--- src/hw/rtl/tsort_pkg.sv ---
// Shared types and constants of the topological sort core.
// Holds the word layouts, status codes and the controller/datapath command bundle.
// No dependencies.
package tsort_pkg;

	localparam int VID_W = 6;
	localparam int NV_W = 7;
	localparam int MAX_VERTICES_DEF = 64;
	localparam int MAX_EDGES_DEF = 256;

	typedef logic [VID_W-1:0] vid_t;
	typedef logic [NV_W-1:0] nv_t;
	typedef logic [1:0] status_t;
	typedef logic [1:0] deg_op_t;
	typedef logic [1:0] out_kind_t;

	localparam status_t ST_OK = 2'd0;
	localparam status_t ST_CYCLE = 2'd1;
	localparam status_t ST_FULL = 2'd2;
	localparam status_t ST_RANGE = 2'd3;

	localparam logic OP_ADD = 1'b0;
	localparam logic OP_RUN = 1'b1;

	localparam deg_op_t DEG_NONE = 2'd0;
	localparam deg_op_t DEG_ZERO = 2'd1;
	localparam deg_op_t DEG_INC = 2'd2;
	localparam deg_op_t DEG_DEC = 2'd3;

	localparam out_kind_t OUT_ADD = 2'd0;
	localparam out_kind_t OUT_CYCLE = 2'd1;
	localparam out_kind_t OUT_VERTEX = 2'd2;

	typedef struct packed {
		logic opcode;
		vid_t edge_source;
		vid_t edge_target;
	} in_word_t;

	typedef struct packed {
		status_t status;
		vid_t vertex_id;
		logic last;
	} out_word_t;

	typedef struct packed {
		logic capture;
		logic idx_clr;
		logic idx_inc;
		logic eidx_clr;
		logic eidx_inc;
		logic q_clr;
		logic pop;
		logic enq;
		logic enq_sel_idx;
		logic deg_sel_idx;
		logic q_sel_idx;
		deg_op_t deg_op;
		logic add_commit;
		logic edge_clr;
		logic out_load;
		out_kind_t out_kind;
	} cmd_t;

	typedef struct packed {
		logic idx_last;
		logic idx_end;
		logic edge_end;
		logic edge_live;
		logic edge_match;
		logic deg_zero;
		logic deg_one;
		logic q_empty;
		logic cycle;
		logic out_free;
	} stat_t;

endpackage

--- src/hw/rtl/topological_sort_cycle_detect_core.sv ---
// Top level of the topological sort core with cycle detection.
// Depends on tsort_pkg, tsort_ctrl and tsort_dp.
//
// Usage: words enter on in_valid/in_ready and results leave on out_valid/out_ready.
// An add-edge word is captured in the IDLE state and its one status word is
// loaded into the output register in the ADD state once that register is free.
// A run word clears the in-degrees, counts them over the stored edges, seeds the
// queue, then for each popped vertex scans all stored edges.
// It then gives one cycle word, or n vertex words; last marks the final word.
// Run time is set by the single port of the edge store that each scan walks.
// One word is worked at a time; the next is taken once the previous one has
// handed its last result to the output register, even while that result waits.
// A stalled receiver holds the output register and pauses the block.
// The user writes num_vertices through cfg_we/cfg_data only while idle; the
// block itself does not enforce this.
// Reset empties the edge store and sets num_vertices to 1; no clearing pass.
module topological_sort_cycle_detect_core #(
	parameter int MAX_VERTICES = tsort_pkg::MAX_VERTICES_DEF,
	parameter int MAX_EDGES = tsort_pkg::MAX_EDGES_DEF
) (
	input logic clk,
	input logic arst_n,
	input logic in_valid,
	output logic in_ready,
	input tsort_pkg::in_word_t in_word,
	output logic out_valid,
	input logic out_ready,
	output tsort_pkg::out_word_t out_word,
	input logic cfg_we,
	input tsort_pkg::nv_t cfg_data
);

	tsort_pkg::cmd_t cmd;
	tsort_pkg::stat_t stat;

	tsort_ctrl u_ctrl (
		.clk(clk),
		.arst_n(arst_n),
		.in_valid(in_valid),
		.in_ready(in_ready),
		.opcode(in_word.opcode),
		.stat(stat),
		.cmd(cmd)
	);

	tsort_dp #(
		.MAX_VERTICES(MAX_VERTICES),
		.MAX_EDGES(MAX_EDGES)
	) u_dp (
		.clk(clk),
		.arst_n(arst_n),
		.cfg_we(cfg_we),
		.cfg_data(cfg_data),
		.in_word(in_word),
		.cmd(cmd),
		.stat(stat),
		.out_valid(out_valid),
		.out_ready(out_ready),
		.out_word(out_word)
	);

`ifndef SYNTHESIS
	a_no_overwrite: assert property (@(posedge clk) disable iff (!arst_n)
		cmd.out_load |-> stat.out_free)
		else $error("output word overwritten before taken");

	a_one_at_a_time: assert property (@(posedge clk) disable iff (!arst_n)
		(in_valid && in_ready) |=> !in_ready)
		else $error("input taken while a word is in progress");

	a_status_last: assert property (@(posedge clk) disable iff (!arst_n)
		(out_valid && (out_word.status != tsort_pkg::ST_OK)) |-> out_word.last)
		else $error("non-vertex result without last");
`endif

endmodule

--- src/hw/rtl/tsort_dp.sv ---
// Datapath of the topological sort core: edge store, in-degree and order memories,
// counters, configuration register and output word register.
// Depends on tsort_pkg; driven by tsort_ctrl through cmd_t.
module tsort_dp #(
	parameter int MAX_VERTICES = tsort_pkg::MAX_VERTICES_DEF,
	parameter int MAX_EDGES = tsort_pkg::MAX_EDGES_DEF
) (
	input logic clk,
	input logic arst_n,
	input logic cfg_we,
	input tsort_pkg::nv_t cfg_data,
	input tsort_pkg::in_word_t in_word,
	input tsort_pkg::cmd_t cmd,
	output tsort_pkg::stat_t stat,
	output logic out_valid,
	input logic out_ready,
	output tsort_pkg::out_word_t out_word
);

	localparam int VAW = $clog2(MAX_VERTICES);
	localparam int EAW = $clog2(MAX_EDGES);
	localparam int ECW = $clog2(MAX_EDGES + 1);
	localparam int EW = 2 * tsort_pkg::VID_W;
	localparam tsort_pkg::nv_t NMAX = tsort_pkg::nv_t'(MAX_VERTICES);
	localparam logic [ECW-1:0] ECAP = ECW'(MAX_EDGES);

	logic [EW-1:0] estore [MAX_EDGES];
	logic [ECW-1:0] deg_mem [MAX_VERTICES];
	tsort_pkg::vid_t q_mem [MAX_VERTICES];

	tsort_pkg::nv_t nv_q, idx_q, head_q, tail_q, n_eff;
	logic [ECW-1:0] edge_cnt_q, eidx_q;
	tsort_pkg::vid_t src_q, dst_q, cur_v_q, q_rd_q, edge_f, edge_t, enq_data;
	logic [EW-1:0] edge_rd_q;
	logic [ECW-1:0] deg_rd_q, deg_wdata;
	logic [VAW-1:0] deg_addr, q_addr;
	logic out_valid_q;
	tsort_pkg::out_word_t out_q, out_next;
	tsort_pkg::status_t add_status;
	logic add_ok, deg_we, enq_we;

	assign n_eff = (nv_q == '0) ? tsort_pkg::nv_t'(1) : ((nv_q > NMAX) ? NMAX : nv_q);
	assign edge_f = edge_rd_q[EW-1:tsort_pkg::VID_W];
	assign edge_t = edge_rd_q[tsort_pkg::VID_W-1:0];
	assign deg_addr = cmd.deg_sel_idx ? idx_q[VAW-1:0] : edge_t[VAW-1:0];
	assign q_addr = cmd.q_sel_idx ? idx_q[VAW-1:0] : head_q[VAW-1:0];
	assign enq_data = cmd.enq_sel_idx ? tsort_pkg::vid_t'(idx_q) : edge_t;
	assign enq_we = cmd.enq && (tail_q < NMAX);
	assign deg_we = (cmd.deg_op != tsort_pkg::DEG_NONE);

	always_comb begin
		unique case (cmd.deg_op)
			tsort_pkg::DEG_INC: deg_wdata = deg_rd_q + ECW'(1);
			tsort_pkg::DEG_DEC: deg_wdata = deg_rd_q - ECW'(1);
			default: deg_wdata = '0;
		endcase
	end

	always_comb begin
		if (({1'b0, src_q} >= n_eff) || ({1'b0, dst_q} >= n_eff)) begin
			add_status = tsort_pkg::ST_RANGE;
		end else if (edge_cnt_q == ECAP) begin
			add_status = tsort_pkg::ST_FULL;
		end else begin
			add_status = tsort_pkg::ST_OK;
		end
	end
	assign add_ok = (add_status == tsort_pkg::ST_OK);

	always_comb begin
		out_next = '0;
		unique case (cmd.out_kind)
			tsort_pkg::OUT_ADD: begin
				out_next.status = add_status;
				out_next.last = 1'b1;
			end
			tsort_pkg::OUT_CYCLE: begin
				out_next.status = tsort_pkg::ST_CYCLE;
				out_next.last = 1'b1;
			end
			tsort_pkg::OUT_VERTEX: begin
				out_next.status = tsort_pkg::ST_OK;
				out_next.vertex_id = q_rd_q;
				out_next.last = stat.idx_last;
			end
			default: out_next = '0;
		endcase
	end

	// memories, registered reads
	always_ff @(posedge clk) begin
		if (cmd.add_commit && add_ok) begin
			estore[edge_cnt_q[EAW-1:0]] <= {src_q, dst_q};
		end
		edge_rd_q <= estore[eidx_q[EAW-1:0]];
	end

	always_ff @(posedge clk) begin
		if (deg_we) begin
			deg_mem[deg_addr] <= deg_wdata;
		end
		deg_rd_q <= deg_mem[deg_addr];
	end

	always_ff @(posedge clk) begin
		if (enq_we) begin
			q_mem[tail_q[VAW-1:0]] <= enq_data;
		end
		q_rd_q <= q_mem[q_addr];
	end

	always_ff @(posedge clk) begin
		if (cmd.capture) begin
			src_q <= in_word.edge_source;
			dst_q <= in_word.edge_target;
		end
		if (cmd.pop) begin
			cur_v_q <= q_rd_q;
		end
		if (cmd.out_load) begin
			out_q <= out_next;
		end
	end

	always_ff @(posedge clk or negedge arst_n) begin
		if (!arst_n) begin
			nv_q <= tsort_pkg::nv_t'(1);
			edge_cnt_q <= '0;
			eidx_q <= '0;
			idx_q <= '0;
			head_q <= '0;
			tail_q <= '0;
			out_valid_q <= 1'b0;
		end else begin
			if (cfg_we) begin
				nv_q <= cfg_data;
			end
			if (cmd.edge_clr) begin
				edge_cnt_q <= '0;
			end else if (cmd.add_commit && add_ok) begin
				edge_cnt_q <= edge_cnt_q + ECW'(1);
			end
			if (cmd.eidx_clr) begin
				eidx_q <= '0;
			end else if (cmd.eidx_inc) begin
				eidx_q <= eidx_q + ECW'(1);
			end
			if (cmd.idx_clr) begin
				idx_q <= '0;
			end else if (cmd.idx_inc) begin
				idx_q <= idx_q + tsort_pkg::nv_t'(1);
			end
			if (cmd.q_clr) begin
				head_q <= '0;
				tail_q <= '0;
			end else begin
				if (cmd.pop) begin
					head_q <= head_q + tsort_pkg::nv_t'(1);
				end
				if (enq_we) begin
					tail_q <= tail_q + tsort_pkg::nv_t'(1);
				end
			end
			if (cmd.out_load) begin
				out_valid_q <= 1'b1;
			end else if (out_ready) begin
				out_valid_q <= 1'b0;
			end
		end
	end

	assign stat.idx_last = ((idx_q + tsort_pkg::nv_t'(1)) == n_eff);
	assign stat.idx_end = (idx_q == n_eff);
	assign stat.edge_end = (eidx_q == edge_cnt_q);
	assign stat.edge_live = ({1'b0, edge_f} < n_eff) && ({1'b0, edge_t} < n_eff);
	assign stat.edge_match = (edge_f == cur_v_q) && ({1'b0, edge_t} < n_eff);
	assign stat.deg_zero = (deg_rd_q == '0);
	assign stat.deg_one = (deg_rd_q == ECW'(1));
	assign stat.q_empty = (head_q == tail_q);
	assign stat.cycle = (head_q < n_eff);
	assign stat.out_free = !out_valid_q || out_ready;

	assign out_valid = out_valid_q;
	assign out_word = out_q;

endmodule

--- src/hw/rtl/tsort_ctrl.sv ---
// Controller of the topological sort core: sequences edge loads and the
// clear, count, seed, pop/scan and emit phases of a run.
// Depends on tsort_pkg; drives tsort_dp through cmd_t.
module tsort_ctrl (
	input logic clk,
	input logic arst_n,
	input logic in_valid,
	output logic in_ready,
	input logic opcode,
	input tsort_pkg::stat_t stat,
	output tsort_pkg::cmd_t cmd
);

	localparam logic [3:0] S_IDLE = 4'd0;
	localparam logic [3:0] S_ADD = 4'd1;
	localparam logic [3:0] S_CLR = 4'd2;
	localparam logic [3:0] S_CNT_A = 4'd3;
	localparam logic [3:0] S_CNT_B = 4'd4;
	localparam logic [3:0] S_CNT_C = 4'd5;
	localparam logic [3:0] S_SEED_A = 4'd6;
	localparam logic [3:0] S_SEED_B = 4'd7;
	localparam logic [3:0] S_POP_A = 4'd8;
	localparam logic [3:0] S_POP_B = 4'd9;
	localparam logic [3:0] S_SCAN_A = 4'd10;
	localparam logic [3:0] S_SCAN_B = 4'd11;
	localparam logic [3:0] S_SCAN_C = 4'd12;
	localparam logic [3:0] S_DONE = 4'd13;
	localparam logic [3:0] S_EMIT_A = 4'd14;
	localparam logic [3:0] S_EMIT_B = 4'd15;

	logic [3:0] state_q, state_next;

	assign in_ready = (state_q == S_IDLE);

	always_comb begin
		cmd = '0;
		state_next = state_q;
		unique case (state_q)
			S_IDLE: begin
				if (in_valid) begin
					cmd.capture = 1'b1;
					cmd.idx_clr = 1'b1;
					cmd.eidx_clr = 1'b1;
					state_next = (opcode == tsort_pkg::OP_RUN) ? S_CLR : S_ADD;
				end
			end
			S_ADD: begin
				if (stat.out_free) begin
					cmd.add_commit = 1'b1;
					cmd.out_load = 1'b1;
					cmd.out_kind = tsort_pkg::OUT_ADD;
					state_next = S_IDLE;
				end
			end
			S_CLR: begin
				cmd.deg_sel_idx = 1'b1;
				cmd.deg_op = tsort_pkg::DEG_ZERO;
				cmd.idx_inc = 1'b1;
				if (stat.idx_last) begin
					state_next = S_CNT_A;
				end
			end
			S_CNT_A: begin
				if (stat.edge_end) begin
					cmd.idx_clr = 1'b1;
					cmd.q_clr = 1'b1;
					state_next = S_SEED_A;
				end else begin
					state_next = S_CNT_B;
				end
			end
			S_CNT_B: state_next = S_CNT_C;
			S_CNT_C: begin
				if (stat.edge_live) begin
					cmd.deg_op = tsort_pkg::DEG_INC;
				end
				cmd.eidx_inc = 1'b1;
				state_next = S_CNT_A;
			end
			S_SEED_A: begin
				cmd.deg_sel_idx = 1'b1;
				state_next = stat.idx_end ? S_POP_A : S_SEED_B;
			end
			S_SEED_B: begin
				cmd.deg_sel_idx = 1'b1;
				cmd.enq = stat.deg_zero;
				cmd.enq_sel_idx = 1'b1;
				cmd.idx_inc = 1'b1;
				state_next = S_SEED_A;
			end
			S_POP_A: state_next = stat.q_empty ? S_DONE : S_POP_B;
			S_POP_B: begin
				cmd.pop = 1'b1;
				cmd.eidx_clr = 1'b1;
				state_next = S_SCAN_A;
			end
			S_SCAN_A: state_next = stat.edge_end ? S_POP_A : S_SCAN_B;
			S_SCAN_B: begin
				if (stat.edge_match) begin
					state_next = S_SCAN_C;
				end else begin
					cmd.eidx_inc = 1'b1;
					state_next = S_SCAN_A;
				end
			end
			S_SCAN_C: begin
				if (!stat.deg_zero) begin
					cmd.deg_op = tsort_pkg::DEG_DEC;
					cmd.enq = stat.deg_one;
				end
				cmd.eidx_inc = 1'b1;
				state_next = S_SCAN_A;
			end
			S_DONE: begin
				cmd.edge_clr = 1'b1;
				if (stat.cycle) begin
					if (stat.out_free) begin
						cmd.out_load = 1'b1;
						cmd.out_kind = tsort_pkg::OUT_CYCLE;
						state_next = S_IDLE;
					end
				end else begin
					cmd.idx_clr = 1'b1;
					state_next = S_EMIT_A;
				end
			end
			S_EMIT_A: begin
				cmd.q_sel_idx = 1'b1;
				state_next = S_EMIT_B;
			end
			S_EMIT_B: begin
				cmd.q_sel_idx = 1'b1;
				if (stat.out_free) begin
					cmd.out_load = 1'b1;
					cmd.out_kind = tsort_pkg::OUT_VERTEX;
					cmd.idx_inc = 1'b1;
					state_next = stat.idx_last ? S_IDLE : S_EMIT_A;
				end
			end
			default: state_next = S_IDLE;
		endcase
	end

	always_ff @(posedge clk or negedge arst_n) begin
		if (!arst_n) begin
			state_q <= S_IDLE;
		end else begin
			state_q <= state_next;
		end
	end

endmodule

--- config.mk ---
export PLATFORM = sky130hd
export DESIGN_NAME = topological_sort_cycle_detect_core
export DESIGN_NICKNAME = d
export VERILOG_FILES = /design/src/hw/rtl/tsort_pkg.sv /design/src/hw/rtl/topological_sort_cycle_detect_core.sv /design/src/hw/rtl/tsort_dp.sv /design/src/hw/rtl/tsort_ctrl.sv
export SDC_FILE = /design/constraint.sdc
export NUM_CORES = 2
export LEC_CHECK = 0
export BUFFER_PORTS_ARGS = -buffer_cell sky130_fd_sc_hd__buf_2
export CORE_ASPECT_RATIO = 0.6
export CORE_MARGIN = 8
export CORE_UTILIZATION = 25
export CTS_CLUSTER_DIAMETER = 150
export DETAILED_ROUTE_END_ITERATION = 10
export GPL_TIMING_DRIVEN = 0
export HOLD_SLACK_MARGIN = 0.06
export PLACE_DENSITY = 0.38
export SLEW_MARGIN = 20
export SYNTH_ARGS = -nofsm -noshare
export SYNTH_HDL_FRONTEND = slang
export SYNTH_SLANG_ARGS = --single-unit
--- constraint.sdc ---
create_clock -name clk -period 7.4 [get_ports clk]
set_input_delay 2.22 -clock clk [delete_from_list [all_inputs] [get_ports clk]]
set_output_delay 2.22 -clock clk [all_outputs]
set_load 0.01 [all_outputs]
==> Word level (Yosys, flattened, before mapping) <==
Memory sizes are Yosys's and may differ from the RTL's. A register that Yosys moved wholly into a read port is not among the register bits.
Index checks and enable logic that the tools add are counted.
{ "word_totals": {"rom_bits": 0, "regBits": 78, "n_memories": 3, "word_cells": 155, "out_inout_bits": 11, "ramBits": 4032, "in_bits": 25, "latchBits": 0} }
{ "classes": {"div_mod_pow": 0, "n_addsub": 7, "muxes": 69, "n_mul": 0, "n_lt_le_gt_ge": 7, "shifts": 0, "reduce_logical": 26, "bitwise_logic": 0, "n_eq_ne": 29} }
{ "mem_list": {"columns": ["memory", "words", "word_bits", "read_ports", "rd_clocked_by_memory_dff", "write_ports", "line_no", "rtl"], "rows": [
  ["u_dp.estore", 256, 12, 1, 1, 1, "tsort_dp.sv:27", "logic [EW-1:0] estore [MAX_EDGES];"],
  ["u_dp.deg_mem", 64, 9, 1, 1, 1, "tsort_dp.sv:28", "logic [ECW-1:0] deg_mem [MAX_VERTICES];"],
  ["u_dp.q_mem", 64, 6, 1, 1, 1, "tsort_dp.sv:29", "tsort_pkg::vid_t q_mem [MAX_VERTICES];"]
]} }
{ "op_table": {"columns": ["op", "n"], "rows": [
  ["4-bit one-hot mux with 15 select lines", 1],
  ["7-bit 2-to-1 mux", 8],
  ["9-bit 2-to-1 mux", 4],
  ["4-bit equality test, second input constant", 8],
  ["4-bit 2-to-1 mux", 7],
  ["9-bit by 1-bit adder with 9-bit output, second input constant", 3],
  ["1-bit 2-to-1 mux", 22],
  ["7-bit by 1-bit adder with 7-bit output, second input constant", 3],
  ["7-bit equality test", 3],
  ["3-bit 2-to-1 mux", 6],
  ["6-bit 2-to-1 mux", 3],
  ["9-bit one-hot mux with 2 select lines", 1],
  ["4-bit by 3-bit equality test with 1-bit output, second input constant", 4],
  ["2-bit 2-to-1 mux", 8],
  ["6-bit by 7-bit greater-or-equal comparator with 1-bit output", 2],
  ["6-bit by 7-bit less-than comparator with 1-bit output", 2],
  ["2-bit nonzero test", 7],
  ["1-bit one-hot mux with 2 select lines", 5],
  ["2-bit OR reduction", 5],
  ["9-bit by 1-bit equality test with 1-bit output, second input constant", 1],
  ["9-bit equality test", 1],
  ["9-bit equality test, second input constant", 1],
  ["9-bit zero test", 1],
  ["3-bit one-hot mux with 3 select lines", 1],
  ["22 further kinds", 31]
]} }

==> Depth between registers and ports, before layout <==
{ "depth": {"word_depth": 10, "depth_mapped": 14, "ltp_nobuf": 11} }

==> Hierarchy <==
Synthesis repeated with hierarchy kept, for this count alone.
{ "hier_totals": {"cells_unflattened": 7933, "hier_area_um2": 160625.3} }
{ "by_module_without_submodules": {"columns": ["module", "cells_per_inst", "instances", "area_per_inst_um2", "seq_area_each_um2"], "rows": [
  ["tsort_dp", 7829, 1, 159935.9, 123604.8],
  ["tsort_ctrl", 104, 1, 689.4, 100.1]
]} }

==> Worst setup path before layout <==
OpenSTA, ideal clock, no wires.
{ "synth_timing": {"path_type": "register to register", "from": "reg u_dp.src_q[4]", "to": "mem u_dp.estore[61][0] (netlist bit) (enable)", "t_arrival_ns": 6.450, "path_stages_with_launch": 8, "period_less_slack_ns": 6.863, "slack_ns": 0.537, "setup_time_ns": 0.412, "path_buffers": 0, "required_time_ns": 6.988, "path_cell_list": "edfxtp_1 ha_1 a21o_1 a211oi_1 o21a_1 a2bb2oi_1 nand4_1 nor4_1"} }
{ "synth_via": {"elab_chain_len": 7} }
{ "synth_lines": {"columns": ["item", "line_no", "rtl"], "rows": [
  ["from (decl)", "tsort_dp.sv:33", "tsort_pkg::vid_t src_q, dst_q, cur_v_q, q_rd_q, edge_f, edge_t, enq_data;"],
  ["from (signal assigned)", "tsort_dp.sv:114", "src_q <= in_word.edge_source;"],
  ["6-bit by 7-bit greater-or-equal comparator with 1-bit output", "tsort_dp.sv:60", "if (({1'b0, src_q} >= n_eff) || ({1'b0, dst_q} >= n_eff)) begin"],
  ["1-bit logical OR", "tsort_dp.sv:60", null],
  ["2-bit 2-to-1 mux", "tsort_dp.sv:60", null],
  ["2-bit zero test", "tsort_dp.sv:68", "assign add_ok = (add_status == tsort_pkg::ST_OK);"],
  ["1-bit logical AND", "tsort_dp.sv:92", "if (cmd.add_commit && add_ok) begin"],
  ["1-bit 2-to-1 mux", "tsort_dp.sv:92", null],
  ["1-bit 2-to-1 mux (not written as such)", "tsort_dp.sv:93", "estore[edge_cnt_q[EAW-1:0]] <= {src_q, dst_q};"],
  ["to (decl)", "tsort_dp.sv:27", null]
]} }
No other way between the ends.

==> qor.yml <==
maxSlewViolCount: 0
final_cell_area_mm2: 0.197
place_inst: 17607
synth_nets: 8427
seq_area_frac_synth: 0.767
hpwl_um: 641000
peakVddDrop_mv: 0.280
finClkSkew_ns: 0.0806
rows: 228
synth_compound_area_frac: 0.0540
slew_headroom: 0.0140
worst_pin_slew_ns: 1.48
grt_pass1_wl_um: 1080000
critical_path_peak_fanout: 10
routed_wl_um: 869000
grt_usage: 0.250
synth_edf_count: 4059
reg2reg_depth: 11
leakagePower_nw: 61.6
min_period_ns: 7.84
fin_setup_tns_ns: -1.11
min_period_over_period: 1.06
cts_max_path_buffers: 5
critPathLaunchType: "flop"
tritoncts: "done"
cts_root_buffer: "clkbuf_16"
syn_to_final_growth_pct: 22.4
worstSetupPathType: "flop to flop"
syn_inst: 8363
fin_cells: 18428
synth-simple-area-share: 0.0380
wl_per_cell_um: 47.2
detail_route.first_pass.iterations: 9
finalSetupViolCount: 5
ant_nets: 0
dieArea_mm2: 0.672
status: "finished with violations"
route.vias.total: 103859
dp_slack_ns: 0.0722
ys_seq_elements: 4137
antenna_found_initial: 195
critPathRequiredTime_ns: 8.29
maxCapViolations: 0
crit_start: "u_dp.eidx_q[0]"
first_global_vias: 93522
core-area_mm2: 0.643
max_freq_mhz: 128
synthMuxAreaShare: 0.120
hold_slack_ns: 0.544
pwr_density_cell_mw_per_mm2: 435
synthArstFlopShare: 0.0123
rsz0062_at_grt: "no"
setup_ws_ns: -0.442
cts_hold_buffers: 0
gp_congestion: 1.03
hold_depth: 0
hold_violations: 0
cts.sinks: 4137
syn_avg_cell_area_um2: 19.3
cts_buffers: 421
rr_startpoint: "u_dp.eidx_q[0]"
drtIter0Drc: 21925
synthesis.area_mm2: 0.161
synthXorXnorAreaFrac: 0.00277
min-delay-start: "u_dp.q_rd_q[1]"
hp-class: "flop to flop"
grt_max_degree: 65
r2r_slack_ns: -0.44
r2r_end: "u_dp.edge_rd_q[2]"
worstPathArrival_ns: 8.73
drive_above_1_share: 0.282
hold_end: "u_dp.cur_v_q[1]"
vias_per_cell: 5.64
clk_pin_slew_ns: 0.06
synthAdderAreaFrac: 0.00303
synth_top_flop_cell: "edfxtp_1"
dieHeight_um: 638
setup.worst_path.end_class: "flop"
finalPower_mw: 85.8
drcViolationCount: 0
synth_warnings: 0
post_cts_buffers: 0
post_cts_resized: 0
htreeDepth: 5
portBuffers: 34
dieWidth_um: 1050
synth_cell_types: 90
violations: "setup timing"
dpl-instance-area_mm2: 0.184
final_util: 0.307
grt_overflow: 0
design.portCount: 36
start_util: 0.251
clock_latency_ns: 1.05
synth_top_family_by_area: "multiplexers"
nets: 9475
## where the power goes
group          total [mW]  switching (mW)  internal (mW)
combinational        37.4            28.1           9.37
clock                21.6            9.70           11.9
sequential           26.8           0.264           26.5
## cells in the final DEF (no fill, tap or decap), types with 107 or more instances in the layout
cell / synthesis / routed
buf_2: 144 / 182
clkbuf_16: 0 / 422
buf_12: 0 / 119
nor2_2: 0 / 264
clkbuf_1: 272 / 210
mux2i_1: 329 / 325
buf_6: 2 / 146
mux4_2: 691 / 691
buf_8: 0 / 222
nand2_1: 363 / 361
edfxtp_1: 4059 / 4059
buf_4: 36 / 107
a21oi_1: 153 / 139
a22oi_1: 281 / 281
nor2_1: 490 / 180
nand3_1: 146 / 146
## cells in the mapped netlist (25+ instances only)
master / count / area, µm²
edfxtp_1: 4059 / 122000
mux4_2: 691 / 15600
nor2_1: 490 / 1840
nand2_1: 363 / 1360
mux2i_1: 329 / 3290
a22oi_1: 281 / 2110
clkbuf_1: 272 / 1020
a21oi_1: 153 / 766
nand3_1: 146 / 731
buf_2: 144 / 721
o21ai_0: 95 / 475
a22o_1: 75 / 657
buf_1: 75 / 282
nand4_1: 75 / 469
o221ai_1: 72 / 631
o22ai_1: 69 / 432
a221oi_1: 68 / 596
a211oi_1: 56 / 420
dfrtp_1: 50 / 1250
a32oi_1: 48 / 420
mux2_2: 41 / 462
o2111ai_1: 41 / 359
ha_1: 39 / 488
nor2b_1: 39 / 244
buf_4: 36 / 270
a31oi_1: 35 / 219
a41oi_1: 33 / 289
inv_1: 32 / 120
nor3_1: 32 / 160
xnor2_1: 29 / 254
nand2b_1: 28 / 175
dfxtp_1: 27 / 541
nor4_1: 27 / 169
a21o_1: 25 / 188
## registers in the layout (all words and copies together) (netlist names), 9 cells and up
register,flops
u_dp.q_mem,384
u_dp.estore,3072
u_dp.out_word,9
u_dp.edge_cnt_q,9
u_dp.deg_mem,576
u_dp.eidx_q,9
u_dp.edge_rd_q,12
u_dp.deg_rd_q,9
## logic make-up (layout without fill, tap and decap cells)
logic type                 after synthesis  count (layout)
AOI/OAI and AO/OA                     1180            1180
xor gates and xnor gates                51              51
adders and majority gates               39              39
buffers and inverters                  563            1926
DFF                                   4137            4137
muxes                                 1061            1061
other                                    0              77
and+or+nand+nor                       1332            1332
## cell type report
type / instances / area (µm²)
antenna: 77 / 193
buffer: 529 / 2820
clock buffer: 516 / 11000
clock inverter: 222 / 2160
fill: 62055 / 445000
inverter: 34 / 130
multi-input combinational: 3663 / 36600
sequential: 4137 / 124000
tap: 8625 / 10800
timing repair buffer: 625 / 9950
## worst max path at each step
stage / slack (ns) / endpoint / depth (start not counted)
finish: -0.44 / u_dp.edge_rd_q[2] / 11
global route: 0.21 / u_dp.edge_rd_q[4] / 12
CTS: 0.04 / u_dp.edge_rd_q[4] / 12
detailed placement: 0.07 / u_dp.edge_rd_q[4] / 12
global placement: -10.11 / u_dp.estore[62][10] / 7
floorplan: 0.54 / u_dp.estore[61][0] / 7
## worst max-delay path, stage by stage (launching register included)
cell	delay [ns]
dfrtp_1	0.42
buf_4	0.54
buf_4	0.56
buf_4	0.61
buf_4	0.67
buf_2	1.07
buf_2	0.93
a211oi_1	0.17
nor4b_1	1.17
nor4_1	0.25
nor3_1	0.31
and3_1	0.48
## layer usage
metal  GRT usage  vias to the layer above  part of all wire
met4      0.0738                       50             0.035
met1       0.374                    57089              0.45
met3       0.128                     1266              0.16
met2       0.303                     8571              0.36
li1            -                    36883                 -
met5     0.00513                        -            0.0010
Note: power is estimated with default switching activity, not from simulation.
